[src/sv/rsas_pkg.sv]
// rsas_pkg: shared constants and types for the rotated sorted array search core
// no dependencies; used by the interfaces, the engine, the config block and the top level
package rsas_pkg;

    localparam int TABLE_DEPTH = 1024;
    localparam int IDX_W       = $clog2(TABLE_DEPTH);
    localparam int COUNT_W     = 11;
    localparam int WORD_W      = 32;
    localparam int PADDR_W     = 3;
    localparam int PDATA_W     = 32;

    localparam logic [COUNT_W-1:0] COUNT_RESET = COUNT_W'(1024);

    localparam logic OP_LOAD   = 1'b0;
    localparam logic OP_SEARCH = 1'b1;

    localparam logic [PADDR_W-3:0] REG_ELEMENT_COUNT = '0;

    typedef struct packed {
        logic              en;
        logic              we;
        logic [IDX_W-1:0]  addr;
        logic [WORD_W-1:0] wdata;
    } mem_req_t;

endpackage

[src/sv/rsas_chan_if.sv]
// rsas_in_if and rsas_out_if: valid/ready channels for request and response beats
// depends on rsas_pkg
interface rsas_in_if;
    logic                                 valid;
    logic                                 ready;
    logic                                 opcode;
    logic [rsas_pkg::IDX_W-1:0]           entry_index;
    logic signed [rsas_pkg::WORD_W-1:0]   value;

    modport source (output valid, output opcode, output entry_index, output value,
                    input ready);
    modport sink   (input valid, input opcode, input entry_index, input value,
                    output ready);
endinterface

interface rsas_out_if;
    logic                         valid;
    logic                         ready;
    logic                         found;
    logic [rsas_pkg::IDX_W-1:0]   position;

    modport source (output valid, output found, output position, input ready);
    modport sink   (input valid, input found, input position, output ready);
endinterface

[src/sv/rsas_engine.sv]
// rsas_engine: sequencer for table loads and the two binary searches
// depends on rsas_pkg and the channel interfaces; drives the table ram
module rsas_engine (
    input  logic                            clk,
    input  logic                            rst_n,
    input  logic [rsas_pkg::COUNT_W-1:0]    element_count,
    rsas_in_if.sink                         request,
    rsas_out_if.source                      response,
    output rsas_pkg::mem_req_t              mem_req,
    input  logic [rsas_pkg::WORD_W-1:0]     mem_rdata
);

    typedef enum logic [2:0] {
        S_IDLE,
        S_ROT_LOAD,
        S_ROT_PROBE,
        S_ROT_CMP,
        S_SRCH_PROBE,
        S_SRCH_CMP,
        S_DONE
    } state_t;

    localparam logic [rsas_pkg::COUNT_W-1:0] DEPTH_C = rsas_pkg::COUNT_W'(rsas_pkg::TABLE_DEPTH);

    state_t                              state_reg, state_next;
    logic [rsas_pkg::COUNT_W-1:0]        n_reg, n_next;
    logic [rsas_pkg::COUNT_W-1:0]        lo_reg, lo_next;
    logic [rsas_pkg::COUNT_W-1:0]        hi_reg, hi_next;
    logic [rsas_pkg::COUNT_W-1:0]        mid_reg, mid_next;
    logic [rsas_pkg::COUNT_W-1:0]        rot_reg, rot_next;
    logic [rsas_pkg::COUNT_W-1:0]        phys_reg, phys_next;
    logic signed [rsas_pkg::WORD_W-1:0]  key_reg, key_next;
    logic signed [rsas_pkg::WORD_W-1:0]  hi_word_reg, hi_word_next;
    logic                                hit_reg, hit_next;
    logic                                resp_valid_reg, resp_valid_next;
    logic                                resp_found_reg, resp_found_next;
    logic [rsas_pkg::IDX_W-1:0]          resp_position_reg, resp_position_next;

    logic [rsas_pkg::COUNT_W-1:0]        n_sat;
    logic [rsas_pkg::COUNT_W-1:0]        mid_c;
    logic [rsas_pkg::COUNT_W:0]          phys_sum;
    logic [rsas_pkg::COUNT_W:0]          phys_wrap;
    logic [rsas_pkg::COUNT_W-1:0]        phys_c;
    logic signed [rsas_pkg::WORD_W-1:0]  word;

    assign request.ready     = (state_reg == S_IDLE);
    assign response.valid    = resp_valid_reg;
    assign response.found    = resp_found_reg;
    assign response.position = resp_position_reg;

    assign n_sat     = (element_count > DEPTH_C) ? DEPTH_C : element_count;
    assign mid_c     = lo_reg + ((hi_reg - lo_reg) >> 1);
    assign phys_sum  = {1'b0, rot_reg} + {1'b0, mid_c};
    assign phys_wrap = (phys_sum >= {1'b0, n_reg}) ? (phys_sum - {1'b0, n_reg}) : phys_sum;
    assign phys_c    = phys_wrap[rsas_pkg::COUNT_W-1:0];
    assign word      = $signed(mem_rdata);

    always_comb
    begin
        state_next         = state_reg;
        n_next             = n_reg;
        lo_next            = lo_reg;
        hi_next            = hi_reg;
        mid_next           = mid_reg;
        rot_next           = rot_reg;
        phys_next          = phys_reg;
        key_next           = key_reg;
        hi_word_next       = hi_word_reg;
        hit_next           = hit_reg;
        resp_found_next    = resp_found_reg;
        resp_position_next = resp_position_reg;
        resp_valid_next    = resp_valid_reg && !response.ready;
        mem_req            = '0;

        case (state_reg)
            S_IDLE:
            begin
                if (request.valid)
                begin
                    if (request.opcode == rsas_pkg::OP_LOAD)
                    begin
                        if ({1'b0, request.entry_index} < DEPTH_C)
                        begin
                            mem_req.en    = 1'b1;
                            mem_req.we    = 1'b1;
                            mem_req.addr  = request.entry_index;
                            mem_req.wdata = request.value;
                        end
                    end
                    else
                    begin
                        key_next = request.value;
                        n_next   = n_sat;
                        hit_next = 1'b0;
                        lo_next  = '0;
                        hi_next  = n_sat - 1'b1;
                        if (n_sat == '0)
                        begin
                            state_next = S_DONE;
                        end
                        else
                        begin
                            mem_req.en   = 1'b1;
                            mem_req.addr = hi_next[rsas_pkg::IDX_W-1:0];
                            state_next   = S_ROT_LOAD;
                        end
                    end
                end
            end
            S_ROT_LOAD:
            begin
                hi_word_next = word;
                state_next   = S_ROT_PROBE;
            end
            S_ROT_PROBE:
            begin
                if (lo_reg < hi_reg)
                begin
                    mid_next     = mid_c;
                    mem_req.en   = 1'b1;
                    mem_req.addr = mid_c[rsas_pkg::IDX_W-1:0];
                    state_next   = S_ROT_CMP;
                end
                else
                begin
                    rot_next   = lo_reg;
                    lo_next    = '0;
                    hi_next    = n_reg;
                    state_next = S_SRCH_PROBE;
                end
            end
            S_ROT_CMP:
            begin
                if (hi_word_reg < word)
                begin
                    lo_next = mid_reg + 1'b1;
                end
                else
                begin
                    hi_next      = mid_reg;
                    hi_word_next = word;
                end
                state_next = S_ROT_PROBE;
            end
            S_SRCH_PROBE:
            begin
                if (lo_reg < hi_reg)
                begin
                    mid_next     = mid_c;
                    phys_next    = phys_c;
                    mem_req.en   = 1'b1;
                    mem_req.addr = phys_c[rsas_pkg::IDX_W-1:0];
                    state_next   = S_SRCH_CMP;
                end
                else
                begin
                    state_next = S_DONE;
                end
            end
            S_SRCH_CMP:
            begin
                if (key_reg < word)
                begin
                    hi_next    = mid_reg;
                    state_next = S_SRCH_PROBE;
                end
                else if (word < key_reg)
                begin
                    lo_next    = mid_reg + 1'b1;
                    state_next = S_SRCH_PROBE;
                end
                else
                begin
                    hit_next   = 1'b1;
                    state_next = S_DONE;
                end
            end
            S_DONE:
            begin
                if (!resp_valid_reg || response.ready)
                begin
                    resp_valid_next    = 1'b1;
                    resp_found_next    = hit_reg;
                    resp_position_next = hit_reg ? phys_reg[rsas_pkg::IDX_W-1:0] : '0;
                    state_next         = S_IDLE;
                end
            end
            default:
            begin
                state_next = S_IDLE;
            end
        endcase
    end

    always_ff @(posedge clk or negedge rst_n)
    begin
        if (!rst_n)
        begin
            state_reg         <= S_IDLE;
            resp_valid_reg    <= 1'b0;
            resp_found_reg    <= 1'b0;
            resp_position_reg <= '0;
            n_reg             <= '0;
            lo_reg            <= '0;
            hi_reg            <= '0;
            mid_reg           <= '0;
            rot_reg           <= '0;
            phys_reg          <= '0;
            key_reg           <= '0;
            hi_word_reg       <= '0;
            hit_reg           <= 1'b0;
        end
        else
        begin
            state_reg         <= state_next;
            resp_valid_reg    <= resp_valid_next;
            resp_found_reg    <= resp_found_next;
            resp_position_reg <= resp_position_next;
            n_reg             <= n_next;
            lo_reg            <= lo_next;
            hi_reg            <= hi_next;
            mid_reg           <= mid_next;
            rot_reg           <= rot_next;
            phys_reg          <= phys_next;
            key_reg           <= key_next;
            hi_word_reg       <= hi_word_next;
            hit_reg           <= hit_next;
        end
    end

endmodule

[src/flat_wrapper.sv]
// flat-port wrapper written by rule: the top's interface ports become plain ports
module rsas_engine_flat 
  (clk, rst_n, element_count, mem_req, mem_rdata, request_valid, request_opcode, request_entry_index, request_value, request_ready, response_valid, response_found, response_position, response_ready);
  rsas_in_if request_i ();
  rsas_out_if response_i ();
  input  logic clk;
  input  logic rst_n;
  input  logic [rsas_pkg::COUNT_W-1:0] element_count;
  output rsas_pkg::mem_req_t mem_req;
  input  logic [rsas_pkg::WORD_W-1:0] mem_rdata;
  input wire logic [$bits(request_i.valid)-1:0] request_valid;
  input wire logic [$bits(request_i.opcode)-1:0] request_opcode;
  input wire logic [$bits(request_i.entry_index)-1:0] request_entry_index;
  input wire logic [$bits(request_i.value)-1:0] request_value;
  output wire logic [$bits(request_i.ready)-1:0] request_ready;
  output wire logic [$bits(response_i.valid)-1:0] response_valid;
  output wire logic [$bits(response_i.found)-1:0] response_found;
  output wire logic [$bits(response_i.position)-1:0] response_position;
  input wire logic [$bits(response_i.ready)-1:0] response_ready;
  assign request_i.valid = request_valid;
  assign request_i.opcode = request_opcode;
  assign request_i.entry_index = request_entry_index;
  assign request_i.value = request_value;
  assign request_ready = request_i.ready;
  assign response_valid = response_i.valid;
  assign response_found = response_i.found;
  assign response_position = response_i.position;
  assign response_i.ready = response_ready;
  rsas_engine u_core (.clk(clk), .rst_n(rst_n), .element_count(element_count), .request(request_i), .response(response_i), .mem_req(mem_req), .mem_rdata(mem_rdata));
endmodule
[config.mk]
export PLATFORM = sky130hd
export DESIGN_NAME = rsas_engine_flat
export DESIGN_NICKNAME = d
export VERILOG_FILES = /design/src/sv/rsas_pkg.sv /design/src/sv/rsas_chan_if.sv /design/src/sv/rsas_engine.sv /design/src/flat_wrapper.sv
export SDC_FILE = /design/constraint.sdc
export NUM_CORES = 1
export LEC_CHECK = 0
export ABC_AREA = 0
export ABC_CLOCK_PERIOD_IN_PS = 15500
export BUFFER_PORTS_ARGS = -buffer_cell sky130_fd_sc_hd__buf_2
export CAP_MARGIN = 20
export CORE_MARGIN = 2
export CORE_UTILIZATION = 60
export CTS_CLUSTER_SIZE = 14
export DETAILED_ROUTE_END_ITERATION = 16
export GPL_ROUTABILITY_DRIVEN = 0
export GPL_TIMING_DRIVEN = 0
export PLACE_DENSITY = 0.92
export SLEW_MARGIN = 0
export SYNTH_ARGS = -nofsm -noshare
export SYNTH_HDL_FRONTEND = slang
export SYNTH_SLANG_ARGS = --single-unit
[constraint.sdc]
create_clock -name clk -period 15.5 [get_ports clk]
set_input_delay 3.1 -clock clk [delete_from_list [all_inputs] [get_ports clk]]
set_output_delay 3.1 -clock clk [all_outputs]
set_load 0.1 [all_outputs]
# [After elaboration in Yosys (flattened, before gate mapping)]
# Index checks and enable logic that the tools add are counted.
[word_totals] memories=0 rom_bits=0 mem_bits_rw=0 latch_bits=0 elab_cells=111 out_inout_bits=57 regBits=145 inputBits=90
[op_classes] add_sub_neg=6 n_reduce_logical=21 magnitude_cmp=6 eq_ne=16 mux=48 div_mod_pow=0 shift=0 n_mul=0 n_bitwise=1
[op_table] cell="11-bit 2-to-1 mux" n=12
[op_table] cell="32-bit < comparator" n=3
[op_table] cell="32-bit 2-to-1 mux" n=3
[op_table] cell="11-bit one-hot mux with 4 select lines" n=2
[op_table] cell="32-bit one-hot mux with 2 select lines" n=1
[op_table] cell="10-bit 2-to-1 mux" n=6
[op_table] cell="44-bit 2-to-1 mux" n=1
[op_table] cell="10-bit one-hot mux with 3 select lines" n=1
[op_table] cell="3-bit 2-to-1 mux" n=6
[op_table] cell="3-bit one-hot mux with 6 select lines" n=1
[op_table] cell="11-bit by 11-bit adder with 12-bit output" n=1
[op_table] cell="12-bit by 11-bit greater-or-equal comparator with 1-bit output" n=1
[op_table] cell="2-bit inequality test (second input constant)" n=6
[op_table] cell="11-bit by 1-bit adder with 11-bit output (second input constant)" n=1
[op_table] cell="11-bit by 10-bit adder with 11-bit output" n=1
[op_table] cell="11-bit greater-than comparator (second input constant)" n=1
[op_table] cell="11-bit logical NOT" n=1
[op_table] cell="11-bit < comparator" n=1
[op_table] cell="1-bit 2-to-1 mux" n=11
[op_table] cell="11-bit by 1-bit subtractor with 11-bit output (second input constant)" n=1
[op_table] cell="11-bit subtractor" n=1
[op_table] cell="2-bit AND reduction" n=5
[op_table] cell="10-bit subtractor" n=1
[op_table] cell="3-bit equality test (second input constant)" n=3
[op_table] cell="17 further kinds" n=27

# [Depth between registers and ports, before layout]
[depth] word_depth=7 mapped_depth=28 mapped_depth_nobuf=28

# [Least setup slack after synthesis]
# Ideal clock, no wire load.
[synth_path] path_type="register to output" startpoint="reg u_core.lo_reg[0] (netlist bit)" endpoint="out mem_req[41] (netlist bit)" n_path_buf=0 required_time_ns=12.400 setup_slack_ns=5.381 path_stages_with_launch=26 t_arrival_ns=7.019 path_cell_list="dfrtp_1 ha_1 fa_1 nor2b_1 o21ai_0 a21boi_0 o21ai_0 nand2_1 xor2_1 ha_1 a21o_1 nor2_1 xnor2_1 ha_1 or2_2 a21oi_1 a21oi_1 a31oi_1 xnor2_1 ha_1 a211o_1 or4_1 o21ai_2 nand2_4 mux2i_1 o21ai_0"
[synth_rtl] item="from (decl)" line_no="rsas_engine.sv:27" text="logic [rsas_pkg::COUNT_W-1:0] lo_reg, lo_next;"
[synth_rtl] item="from (signal assigned)" line_no="rsas_engine.sv:220" text="lo_reg <= lo_next;"
[synth_rtl] item="to (decl)" line_no="flat_wrapper.sv:9" text="output rsas_pkg::mem_req_t mem_req;"

==> metrics.txt <==
status completed; Hold Buf Count CTS 0; multi-input logic area 0.006173 mm²; # nets final 1494; clock sinks 145; Final Hold Viols 0; clock latency on the worst-skew pair 0.44 ns; worst hold path depth 2; CP required 12.40 ns; syn avg cell area 9.163 µm²; drt wl/cell 18.65 µm; FILL cells 1115; Initial Utilization 61.61%; R2R depth 23; crit path capture type output port; final wirelength 28.42 mm; DRC violations left 0; WP data arrival 7.12 ns; grt total ovfl 0; Pins Over Slew Limit 0; vias in the first global route 9433; die span in y 135.0 µm; DR pass1 iterations 6; Async S/R FF share, synth 100.0%; Cell Rows 47; syn nets 1328; CTS Buffer Depth 2; io pins 147; CTS tree yes; Slew headroom 25.93%; Post-DP HPWL 21.39 mm; die area 0.01821 mm²; Post-Syn Area 0.01029 mm²; worst r2r src u_core.lo_reg[0]; RSZ-0062 raised after global routing false; Setup Skew 0.009751 ns; CTS-repair resized insts 0; fmax 97.82 MHz; Worst-path clk slew 0.06 ns; period utilization 65.95%; Most used DFF post-synth dfrtp_1; routed vias 9306; CTS buffer count 17; YS warnings 0; GRT Util Overall 32.01%; critical path startpoint category flip-flop; number of synthesized flops with an enable pin 0; hold crit path type reg2reg; layout cells sized above 1 21.12%; setup violators final 0; kind of critical path reg2out; Worst Max-Slew Pin Slew 1.099 ns; area delta synth->final 16.11%; Port-buffer cells 146; first-pass GRT wire length 45.66 mm; number of setup buffers added after CTS 0; synth unique cells 70; largest net degree at the start of global routing 82; cells after synthesis 1123; Sequential Area 0.003628 mm²; Seq/Total Area, Yosys 35.26%; crit path from u_core.lo_reg[0]; core area 0.01670 mm²; HP Start u_core.response.position[0]; die width 135.0 µm; crit-path max FO 10; total of max-cap violations 0; DR iter-0 viols 871; crit path time final 10.22 ns; via-per-instance ratio 6.106; setup TNS 0 ns; initial antenna violation count 2; post-synthesis register bit count 145; H-tree levels 4; CTS root buf clkbuf_16; Final ANT Viol Nets 0
==> layer usage <==
metal | wire (µm) | global-route usage (%)
met5 | 0 | 0
met4 | 1176 | 16.55
met2 | 13710 | 53.55
met1 | 11350 | 39.83
met3 | 2188 | 5.631
==> worst max-delay path, cell delays in order (launching register included) <==
cell,delay (ns)
dfrtp_1,0.42
ha_1,0.23
fa_1,0.42
nor2b_1,0.13
o21ai_0,0.10
a21boi_0,0.26
o21ai_0,0.16
nand2_1,0.11
xor2_1,0.08
ha_1,0.23
o41ai_1,0.61
o21ai_0,0.21
xor2_1,0.62
ha_1,0.38
a21o_1,0.20
a31oi_1,0.20
xnor2_1,0.11
ha_1,0.19
a211o_1,0.30
or4_1,0.49
o21ai_2,0.17
nand2_4,0.16
mux2_2,0.32
o21ai_1,0.15
buf_2,0.45
==> cell usage in the layout (no fill, tap or decap), drive strengths merged, types with 12 or more instances in the layout <==
master	n
nand2	146
inv	81
nand3	22
nand4	12
a21o	13
a21oi	54
o21ai	122
mux2	76
clkbuf	54
buf	155
and2	33
nor2b	18
xnor2	27
nor2	61
dfrtp	145
ha	111
xor2	16
mux2i	12
==> final cells by class <==
type	count	share of cell area (%)
Antenna cell	2	0.04189
Tap cell	220	2.304
Multi-Input combinational cell	855	51.67
Timing Repair Buffer	147	6.399
Sequential cell	145	30.37
Clock inverter	13	1.340
Inverter	80	2.513
Buffer	43	1.571
Clock buffer	19	3.791
==> kinds of logic after synthesis <==
logic type / share of synthesized area [%]
compound gates: 15.73
xor+xnor: 3.660
fa+ha+maj: 14.28
buf+inv: 4.742
mux: 10.18
simple gates: 16.15
flops: 35.26
==> path summary, 6_finish.rpt <==
check / to / slack (ns)
max: mem_req[32] / 5.28
min: u_core.response.position[0] / 0.47
max reg2reg: u_core.phys_reg[9] / 9.15
min reg2reg: u_core.response.position[0] / 0.47
max in group asynchronous: u_core.n_reg[4] / 12.04
min in group asynchronous: u_core.key_reg[10] / 2.65
==> Yosys cell counts (all sizes together), types with 9 or more instances <==
cell,number,area (µm²)
nor2b,18,120.1
a222oi,10,100.1
ha,111,1389
nand2,146,555.5
nor2,61,229.0
nand3,22,110.1
xor2,16,140.1
dfrtp,145,3628
mux2i,12,120.1
o21ai,122,614.3
a31oi,10,62.56
nand2b,11,68.82
a21oi,54,274.0
and2,33,206.5
mux2,76,927.1
nor3,9,45.04
a21o,13,97.59
xnor2,27,236.5
clkbuf,35,131.4
nand4,12,75.07
inv,80,300.3
==> metrics by stage <==
stage | setup WS [ns] | cells | hold slack (ns) | area (µm²) | utilization, %
finish | 5.277 | 1524 | 0.4701 | 11950 | 71.54
floorplan | 5.381 | 1123 | 0.4498 | 10290 | -
global route | 5.027 | 1524 | 0.4940 | 11950 | 71.54
detailed placement | 5.922 | 1490 | 0.4652 | 11330 | 67.84
CTS | 5.411 | 1522 | 0.4779 | 11940 | 71.51
global placement | 6.002 | 1489 | 0.4558 | 11300 | 67.64
Power is not shown: default switching activity piles up to over one toggle a cycle in this logic, so the estimate is an artifact.
