$ cat src/sv/rsas_pkg.sv
// rsas_pkg: shared constants and types for the rotated sorted array search core
// no dependencies; used by the interfaces, the engine, the config block and the top level
package rsas_pkg;

    localparam int TABLE_DEPTH = 1024;
    localparam int IDX_W       = $clog2(TABLE_DEPTH);
    localparam int COUNT_W     = 11;
    localparam int WORD_W      = 32;
    localparam int PADDR_W     = 3;
    localparam int PDATA_W     = 32;

    localparam logic [COUNT_W-1:0] COUNT_RESET = COUNT_W'(1024);

    localparam logic OP_LOAD   = 1'b0;
    localparam logic OP_SEARCH = 1'b1;

    localparam logic [PADDR_W-3:0] REG_ELEMENT_COUNT = '0;

    typedef struct packed {
        logic              en;
        logic              we;
        logic [IDX_W-1:0]  addr;
        logic [WORD_W-1:0] wdata;
    } mem_req_t;

endpackage

$ cat src/sv/rsas_cfg.sv
// rsas_cfg: apb register block holding element_count
// depends on rsas_pkg
module rsas_cfg (
    input  logic                                clk,
    input  logic                                rst_n,
    input  logic                                psel,
    input  logic                                penable,
    input  logic                                pwrite,
    input  logic [rsas_pkg::PADDR_W-1:0]        paddr,
    input  logic [rsas_pkg::PDATA_W-1:0]        pwdata,
    output logic [rsas_pkg::PDATA_W-1:0]        prdata,
    output logic                                pready,
    output logic [rsas_pkg::COUNT_W-1:0]        element_count
);

    logic [rsas_pkg::COUNT_W-1:0] count_reg;
    logic [rsas_pkg::COUNT_W-1:0] count_next;
    logic                         hit_count;

    assign pready        = 1'b1;
    assign element_count = count_reg;
    assign hit_count     = (paddr[rsas_pkg::PADDR_W-1:2] == rsas_pkg::REG_ELEMENT_COUNT);

    always_comb
    begin
        count_next = count_reg;
        if (psel && penable && pwrite && pready && hit_count)
        begin
            count_next = pwdata[rsas_pkg::COUNT_W-1:0];
        end
    end

    always_comb
    begin
        prdata = '0;
        if (hit_count)
        begin
            prdata = rsas_pkg::PDATA_W'(count_reg);
        end
    end

    always_ff @(posedge clk or negedge rst_n)
    begin
        if (!rst_n)
        begin
            count_reg <= rsas_pkg::COUNT_RESET;
        end
        else
        begin
            count_reg <= count_next;
        end
    end

endmodule

$ cat config.mk
export PLATFORM = sky130hd
export DESIGN_NAME = rsas_cfg
export DESIGN_NICKNAME = d
export VERILOG_FILES = /design/src/sv/rsas_pkg.sv /design/src/sv/rsas_cfg.sv
export SDC_FILE = /design/constraint.sdc
export NUM_CORES = 1
export LEC_CHECK = 0
export CAP_MARGIN = 20
export CORE_ASPECT_RATIO = 1.1
export CORE_MARGIN = 4
export CORE_UTILIZATION = 45
export CTS_BUF_LIST = sky130_fd_sc_hd__clkbuf_2 sky130_fd_sc_hd__clkbuf_4 sky130_fd_sc_hd__clkbuf_8
export CTS_CLUSTER_DIAMETER = 80
export DETAILED_ROUTE_END_ITERATION = 7
export DONT_BUFFER_PORTS = 1
export SYNTH_ARGS = -nofsm -noshare
export SYNTH_HDL_FRONTEND = slang
export SYNTH_SLANG_ARGS = --single-unit
$ cat constraint.sdc
create_clock -name clk -period 2 [get_ports clk]
set_input_delay 0.2 -clock clk [delete_from_list [all_inputs] [get_ports clk]]
set_output_delay 0.2 -clock clk [all_outputs]
set_load 0.01 [all_outputs]
Word level (Yosys, flattened, before mapping)
Index checks and enable logic that the tools add are counted.
{"block": "word_totals", "register_bits": 11, "latch_bits": 0, "mem_bits_rw": 0, "mem_bits_ro": 0, "output_inout_bits": 44, "wordCells": 6, "mem_count": 0}
{"block": "classes", "addsub": 0, "mul": 0, "n_div": 0, "magnitude_cmp": 0, "n_eq_ne": 0, "n_shift": 0, "muxes": 1, "bitwise_logic": 1, "reduce_logical": 3}
{"operator": "$mux 11", "count": 1}
{"operator": "$logic_and 1x1->1", "count": 3}
{"operator": "$not 1->1", "count": 1}

Logic depth before layout (Yosys ltp)
Gate-level depths: netlist of run 1.
{"block": "logic_depth", "word_depth": 3, "ltp_mapped": 3, "ltp_nobuf": 2}

Worst setup path after synthesis of run 1
No wires, ideal clock.
{"block": "synth_path", "path_kind": "flip-flop to output port", "from": "register count_reg, in the netlist element_count[10]", "to": "output port prdata[10] in the netlist's numbering", "arrival_time_ns": 0.758, "slack_ns": 1.042, "stages_incl_launch_ff": 2, "n_path_buf": 0, "cell_sequence": "dfstp_2 > nor2b_1"}
{"block": "synth_via", "elab_chain_len": 1}
{"element": "start: declaration", "line": "rsas_cfg.sv:16", "text": "logic [rsas_pkg::COUNT_W-1:0] count_reg;"}
{"element": "start signal: assignment", "line": "rsas_cfg.sv:46", "text": "count_reg <= rsas_pkg::COUNT_RESET;"}
{"element": "start signal: assignment", "line": "rsas_cfg.sv:50", "text": "count_reg <= count_next;"}
{"element": "$mux 11", "line": "rsas_cfg.sv:36", "text": "if (hit_count)"}
{"element": "end: declaration", "line": "rsas_cfg.sv:11", "text": "output logic [rsas_pkg::PDATA_W-1:0] prdata,"}
No other way between the ends.

Worst setup path in the final report of run 1
Same ends and word-level chain as after synthesis.

==> flow_summary.json, run 1 <==
{
  "grt_pass1_vias": 341,
  "crit_chain": "nor2b_1",
  "worstPathMaxFanout": 3,
  "setup_viol": 0,
  "ir_worst_vdd_v": 0.0004896,
  "min_path_type": "primary input to flip-flop",
  "reg2regPathDepth": 1,
  "yosysWarnings": 0,
  "path_class": "flip-flop to output pin",
  "die_w_um": 46.13,
  "holdPathEnd": "element_count[0]",
  "start_util_pct": 50.09,
  "synthesis.instances": 60,
  "power_leakage_nw": 0.3663,
  "fin_nets": 102,
  "overflow": 0,
  "largest_reg_flops": 11,
  "drtAntennaViolNets": 0,
  "path_buf_inv": 0,
  "hold_violations": 0,
  "core_area_mm2": 0.001436,
  "rsz0062_at_grt": "false",
  "insertion_delay_ns": 0.26,
  "row_count": 14,
  "hpwlAfterDp_um": 946,
  "required_ns": 1.80,
  "io_pins": 84,
  "tritoncts": "done",
  "min_from": "pwdata[0]",
  "viasPerCell": 4.481,
  "grt_max_degree": 13,
  "yosysUniqueCellTypes": 11,
  "slew_violations": 0,
  "io_buffers": 0,
  "synth_seq_cells": 11,
  "outcome": "finished clean",
  "numCtsBuffers": 3,
  "hold_depth": 1,
  "netlist_area_um2": 719.4,
  "cts.clk_slew.worst_paths_ns": 0.07,
  "syn_area_per_cell_um2": 11.99,
  "first_iter_violations": 3,
  "startpoint_type": "flip-flop",
  "place.gp.congestion": 0.5956,
  "total_power_w": 0.0006487,
  "diodes": 0,
  "cts_sinks": 11,
  "final.min_clock_period_ns": 1.270,
  "finalSetupTns_ns": 0,
  "worstReg2RegEnd": "element_count[9]",
  "critPathMaxStageDelay_ns": 0.57,
  "firstDrtPassIters": 2,
  "rrSetupSlack_ns": 1.18,
  "yosysSeqAreaShare_pct": 38.43,
  "arrival_ns": 1.07,
  "grt.total_usage_pct": 9.558,
  "wl_per_cell_um": 15.06,
  "critical_path.top_delay_family": "flip-flops",
  "htree_levels": 1,
  "grt_pass1_wl_um": 1642,
  "p_per_area_mw_per_mm2": 961.8,
  "fp.dieH_um": 49.94,
  "crit_path_top_delay_cell": "dfstp_2",
  "drive_gt1_share_pct": 27.87,
  "cp-end-kind": "output pin",
  "antenna_found_initial": 0,
  "worstReg2RegStart": "element_count[9]",
  "cap_violations": 0,
  "clock_path_buffers": 2,
  "die_area_mm2": 0.002303,
  "routed_wl_um": 1160,
  "fmax_mhz": 787.3,
  "areaGrowthSynthToFinish_pct": -6.261,
  "finalClockSkew_ns": 0,
  "cts_root_buf": "clkbuf_4",
  "fin_crit_sh_pct": 63.51,
  "vias": 345,
  "drc": 0
}
-- report_power, final --
| group | internal, W | leakage, nW | switching [W] |
|---|---|---|---|
| Clock | 0.0000906 | 0.0184 | 0.0000687 |
| Combinational | 0.0000831 | 0.217 | 0.0000638 |
| Sequential | 0.000275 | 0.131 | 0.0000673 |
| Total | 0.000449 | 0.366 | 0.000200 |
-- worst max path at each step --
| stage | from | endpoint | slack [ns] | cells past startpoint |
|---|---|---|---|---|
| after floorplan | element_count[10] | prdata[10] | 1.04 | 1 |
| after global placement | paddr[2] | element_count[8] | 0.97 | 2 |
| after detailed placement | paddr[2] | element_count[9] | 0.96 | 2 |
| after CTS | element_count[10] | prdata[10] | 0.72 | 1 |
| after global routing | element_count[10] | prdata[10] | 0.67 | 1 |
| final | element_count[10] | prdata[10] | 0.73 | 1 |
-- routing by layer --
layer	up-vias	wire length (um)	track usage (%)
li1	151	-	-
met1	156	424	12.13
met2	36	537	14.45
met3	2	189	4.000
met4	0	8	2.844
met5	-	0	0
-- cells in the final DEF (no fill, tap or decap) --
| cell | n |
|---|---|
| and2b_1 | 1 |
| clkbuf_4 | 4 |
| conb_1 | 22 |
| dfrtp_1 | 10 |
| dfstp_2 | 1 |
| dlygate4sd3_1 | 1 |
| mux2_2 | 1 |
| mux2_4 | 10 |
| nand4b_4 | 1 |
| nor2b_1 | 10 |
-- per-stage QoR --
| step | cells | util, % | setup slack (ns) | hold slack, ns | cell area, um2 |
|---|---|---|---|---|---|
| after global placement | 72 | 44.16 | 0.9666 | -0.09526 | 634.4 |
| after detailed placement | 72 | 44.16 | 0.9567 | -0.09532 | 634.4 |
| final | 77 | 46.95 | 0.7299 | 0.08318 | 674.4 |
| after global routing | 77 | 46.95 | 0.6665 | 0.07659 | 674.4 |
| after floorplan | 80 | - | 1.042 | -0.09559 | 794.5 |
| after CTS | 77 | 46.95 | 0.7152 | 0.07879 | 674.4 |
-- logic make-up after synthesis --
logic type / Yosys count / share of synthesized area [%]
flip-flops: 11 / 38.44
multiplexers: 11 / 22.43
AND/OR/NAND/NOR: 12 / 13.04
other: 2 / 1.044
buffers and inverters: 24 / 25.04
-- what timing repair did --
action	CTS	global route
hold buffers	1	0
setup buffers	0	0
resized for setup	0	0
hold endpoints to repair	11	0
-- Yosys cell counts --
cell	number	area (um2)
buf_4	22	165.2
nand4b_4	1	23.77
nor2b_1	10	62.56
dfstp_2	1	26.28
mux2_2	1	11.26
and2b_1	1	7.510
buf_6	1	11.26
mux2_4	10	150.1
conb_1	2	7.510
clkbuf_1	1	3.750
dfrtp_1	10	250.2
-- final cells by class --
type | count | area, um2
Fill cell | 139 | 762.0
Sequential cell | 11 | 276.5
Tap cell | 16 | 20.02
Clock buffer | 4 | 30.03
Multi-Input combinational cell | 45 | 337.8
Timing Repair Buffer | 1 | 10.01
Note: power is estimated with default switching activity, not from simulation.
==> run 2, diff against run 1 <==
- clock period: 2 -> 1.2 ns (I/O delays scaled with it)
==> run 2 against run 1 <==
Effect of this change: count of clock-buffer cells in the layout unchanged; sequential power up 66%; routed wire length up 1.4%; worst hold slack worse by 0.079 ns; register-to-register slack worse by 0.80 ns.
==> flow_summary.json, run 2 (synthesis results as in run 1) <==
{
  "critPathMaxStageDelay_ns": 0.57,
  "viasPerCell": 4.390,
  "rrSetupSlack_ns": 0.38,
  "fin_crit_sh_pct": 95.76,
  "path_class": "flip-flop to output pin",
  "wl_per_cell_um": 14.34,
  "clock_path_buffers": 2,
  "dpl_cell_area_um2": 634.4,
  "tritoncts": "done",
  "layout_commonest_cell": "conb_1",
  "worstPathMaxFanout": 3,
  "power_leakage_nw": 0.3881,
  "postLayoutCoreUtil_pct": 50.61,
  "drtAntennaViolNets": 0,
  "first_iter_violations": 0,
  "grt_pass1_vias": 352,
  "grt_max_degree": 13,
  "cts_setup_buffers": 0,
  "cts_sinks": 11,
  "largest_reg_flops": 11,
  "io_pins": 84,
  "diodes": 0,
  "insertion_delay_ns": 0.26,
  "grt.total_usage_pct": 9.700,
  "crit_chain": "nor2b_2",
  "hold_violations": 0,
  "arrival_ns": 1.03,
  "htree_levels": 1,
  "fin_nets": 107,
  "pre_cts_slack_ns": 0.2367,
  "final_area_um2": 726.9,
  "slew_violations": 0,
  "fp.dieH_um": 49.94,
  "drc": 0,
  "ir_worst_vdd_v": 0.0008322,
  "cp-end-kind": "output pin",
  "grt_pass1_wl_um": 1683,
  "fmax_mhz": 870.2,
  "setup_viol": 0,
  "layout_common_cells": "22 x conb_1, 10 x mux2_4, 10 x dfrtp_1",
  "path_buf_inv": 0,
  "place.gp.congestion": 0.5956,
  "die_area_mm2": 0.002303,
  "row_count": 14,
  "holdWs_ns": 0.004308,
  "p_per_area_mw_per_mm2": 1510,
  "core_area_mm2": 0.001436,
  "critical_path.top_delay_family": "flip-flops",
  "drive_gt1_share_pct": 27.27,
  "routed_wl_um": 1176,
  "vias": 360,
  "start_util_pct": 50.09,
  "cts_root_buf": "clkbuf_4",
  "firstDrtPassIters": 1,
  "areaGrowthSynthToFinish_pct": 1.043,
  "rsz0062_at_grt": "false",
  "cts.clk_slew.worst_paths_ns": 0.07,
  "finalSetupTns_ns": 0,
  "hpwlAfterDp_um": 946,
  "worst_slack_ns": 0.05083,
  "crit_path_top_delay_cell": "dfstp_2",
  "final.min_clock_period_ns": 1.149,
  "required_ns": 1.08,
  "finalClockSkew_ns": 0,
  "cap_violations": 0,
  "numCtsBuffers": 3,
  "antenna_found_initial": 0,
  "startpoint_type": "flip-flop",
  "die_w_um": 46.13,
  "min_path_type": "primary input to flip-flop",
  "outcome": "finished clean",
  "overflow": 0,
  "io_buffers": 0,
  "nFillCells": 135
}
-- run 2: cell types whose count changed in the layout (fill, tap and decap cells not counted) --
cell	delta
dlygate4sd3_1	+5
nor2b_1	-1
nor2b_2	+1
-- run 2: layer usage --
layer / routed length, um / vias up / track usage [%]
met3: 173 / 0 / 3.636
met2: 562 / 34 / 14.91
met5: 0 / - / 0
li1: - / 160 / -
met4: 0 / 0 / 2.844
met1: 440 / 166 / 12.36
-- run 2: worst paths after layout --
path                       cells past startpoint         startpoint                 to
max reg2reg                                    1   element_count[9]   element_count[9]
max in group asynchronous                      1              rst_n  element_count[10]
max                                            1  element_count[10]         prdata[10]
min                                            1          pwdata[1]   element_count[1]
min in group asynchronous                      1              rst_n   element_count[3]
min reg2reg                                    1   element_count[5]   element_count[5]
-- run 2: cell type report --
type | count | area, um2 | area share [%]
repair buffers | 6 | 60.06 | 8.262
clock buffers | 4 | 30.03 | 4.131
multi-input cells | 45 | 340.3 | 46.82
well taps | 16 | 20.02 | 2.754
flip-flops and latches | 11 | 276.5 | 38.04
-- run 2: metrics by stage --
step / cells / total power [W]
after CTS: 79 / 0.001098
after global placement: 72 / 0.0008090
after global routing: 82 / 0.001150
final: 82 / 0.001098
after floorplan: 80 / 0.0008363
after detailed placement: 72 / 0.0008170
-- run 2: what timing repair did --
action | 4_1_cts | 5_1_grt
resized for setup | 1 | 0
hold endpoints to repair | 13 | 3
endpoints found under the setup margin | 1 | 0
hold buffers | 3 | 3
-- run 2: power breakdown --
part	switching, W	internal, W	total (W)
logic	0.000109	0.000151	0.000259
registers	0.000112	0.000459	0.000571
clock network	0.000117	0.000151	0.000268
total	0.000337	0.000760	0.00110
==> run 3, diff against run 2 <==
==> constraint.sdc (replaced) <==
create_clock -name clk -period 1.1 [get_ports clk]
set_input_delay 0.22 -clock clk [delete_from_list [all_inputs] [get_ports clk]]
set_output_delay 0.22 -clock clk [all_outputs]
set_load 0.01 [all_outputs]
==> run 3 against run 2 <==
Effect of this change: the run now ends with negative setup slack left; sequential share of layout area fell by 1.3 points; routed wire length rose by 3.1%; worst hold slack improved by 0.099 ns; first-iteration DRC count rose by 1; core utilization rose by 2.3 points; critical path depth did not move; critical path type unchanged; clock power rose by 7.8%; combinational power rose by 35%; setup slack got worse by 0.11 ns.
==> flow_summary.json, run 3 (synthesis results as in run 1) <==
{
  "finalSetupTns_ns": -0.1400,
  "drive_gt1_share_pct": 48.39,
  "crit_path_top_delay_cell": "dfstp_2",
  "min_path_type": "primary input to flip-flop",
  "hold_violations": 0,
  "cts_root_buf": "clkbuf_4",
  "grt_pass1_vias": 344,
  "critical_path.top_delay_family": "flip-flops",
  "ir_worst_vdd_v": 0.0008066,
  "arrival_ns": 0.94,
  "die_w_um": 46.13,
  "core_area_mm2": 0.001436,
  "path_buf_inv": 0,
  "overflow": 0,
  "numCtsBuffers": 3,
  "row_count": 14,
  "grt_pass1_wl_um": 1718,
  "fp.dieH_um": 49.94,
  "insertion_delay_ns": 0.26,
  "nFillCells": 133,
  "critPathMaxStageDelay_ns": 0.53,
  "cap_violations": 0,
  "clock_path_buffers": 2,
  "slew_violations": 0,
  "required_ns": 0.88,
  "violations": "negative setup slack",
  "path_class": "flip-flop to output pin",
  "cts.clk_slew.worst_paths_ns": 0.07,
  "final.min_clock_period_ns": 1.160,
  "layout_commonest_cell": "conb_1",
  "diodes": 0,
  "cp-end-kind": "output pin",
  "startpoint_type": "flip-flop",
  "setup_viol": 6,
  "worst_slack_ns": -0.05980,
  "p_per_area_mw_per_mm2": 1665,
  "routed_wl_um": 1213,
  "placedCellCount": 73,
  "io_buffers": 0,
  "fin_nets": 103,
  "viasPerCell": 4.564,
  "vias": 356,
  "antenna_found_initial": 0,
  "cts_setup_buffers": 0,
  "finalClockSkew_ns": 0,
  "rsz0062_at_grt": "true",
  "grt_max_degree": 13,
  "first_iter_violations": 1,
  "fmax_mhz": 862.2,
  "crit_chain": "nor2b_4",
  "place.gp.congestion": 0.5953,
  "outcome": "finished with violations",
  "htree_levels": 1,
  "largest_reg_flops": 11,
  "tritoncts": "done",
  "grt.total_usage_pct": 10.20,
  "wl_per_cell_um": 15.55,
  "pre_cts_slack_ns": 0.04064,
  "firstDrtPassIters": 2,
  "drc": 0,
  "power_leakage_nw": 0.4130,
  "final_cell_count_no_fill": 78,
  "start_util_pct": 50.09,
  "drtAntennaViolNets": 0,
  "hpwlAfterDp_um": 935.4,
  "die_area_mm2": 0.002303,
  "layout_common_cells": "22 x conb_1, 10 x nor2b_4, 10 x mux2_4",
  "fin_crit_sh_pct": 105.4,
  "areaGrowthSynthToFinish_pct": 5.565,
  "io_pins": 84,
  "cts_sinks": 11,
  "worstPathMaxFanout": 2
}
run 3: cell count changes in the layout (fill, tap and decap cells not counted):
| cell | change |
|---|---|
| dfrtp_1 | -2 |
| nor2b_4 | +10 |
| dfrtp_2 | +2 |
| dlygate4sd3_1 | -5 |
| nor2b_1 | -9 |
| nor2b_2 | -1 |
| buf_4 | +1 |
run 3: cell type report:
| type | count | area, um2 | share of cell area, % |
|---|---|---|---|
| flip-flops and latches | 11 | 279.0 | 36.74 |
| repair buffers | 2 | 17.52 | 2.306 |
| multi-input cells | 45 | 412.9 | 54.37 |
| well taps | 16 | 20.02 | 2.636 |
| clock buffers | 4 | 30.03 | 3.954 |
run 3: repair_timing:
item / CTS / global route
endpoints found under the setup margin: 12 / 12
gates cloned: 0 / 0
resized for setup: 20 / 2
hold buffers: 1 / 0
endpoints found under the hold margin: 11 / 0
run 3: per-layer routing:
layer | vias to the layer above | part of all wire [%] | global-route usage (%)
met5 | - | 0 | 0
met4 | 0 | 0 | 4.265
met3 | 0 | 16 | 4.000
met2 | 34 | 51 | 16.28
met1 | 168 | 33 | 11.69
li1 | 154 | - | -
run 3: power breakdown:
| part | switching (W) | total [W] | leakage (nW) | internal [W] |
|---|---|---|---|---|
| Clock | 0.000124 | 0.000289 | 0.0184 | 0.000165 |
| Sequential | 0.000123 | 0.000626 | 0.128 | 0.000503 |
| Combinational | 0.000126 | 0.000350 | 0.266 | 0.000224 |
run 3: path summary, 6_finish.rpt:
check                             startpoint           endpoint  slack [ns]  depth (start not counted)
setup / recovery           element_count[10]         prdata[10]       -0.06                          1
hold / removal                     pwdata[7]   element_count[7]        0.10                          1
setup reg to reg            element_count[6]   element_count[6]        0.27                          1
hold reg to reg             element_count[7]   element_count[7]        0.58                          1
max in group asynchronous              rst_n  element_count[10]        0.40                          1
min in group asynchronous              rst_n   element_count[2]        0.35                          1
run 3: stage by stage:
stage | hold WS (ns) | area [um2] | total power, W | utilization [%]
after floorplan | -0.07559 | 794.5 | 0.0009123 | -
after global placement | -0.07525 | 641.9 | 0.0008934 | 44.69
after CTS | 0.09458 | 757.0 | 0.001277 | 52.70
after detailed placement | -0.07528 | 641.9 | 0.0009016 | 44.69
after global routing | 0.09336 | 759.5 | 0.001330 | 52.87
final | 0.1032 | 759.5 | 0.001265 | 52.87
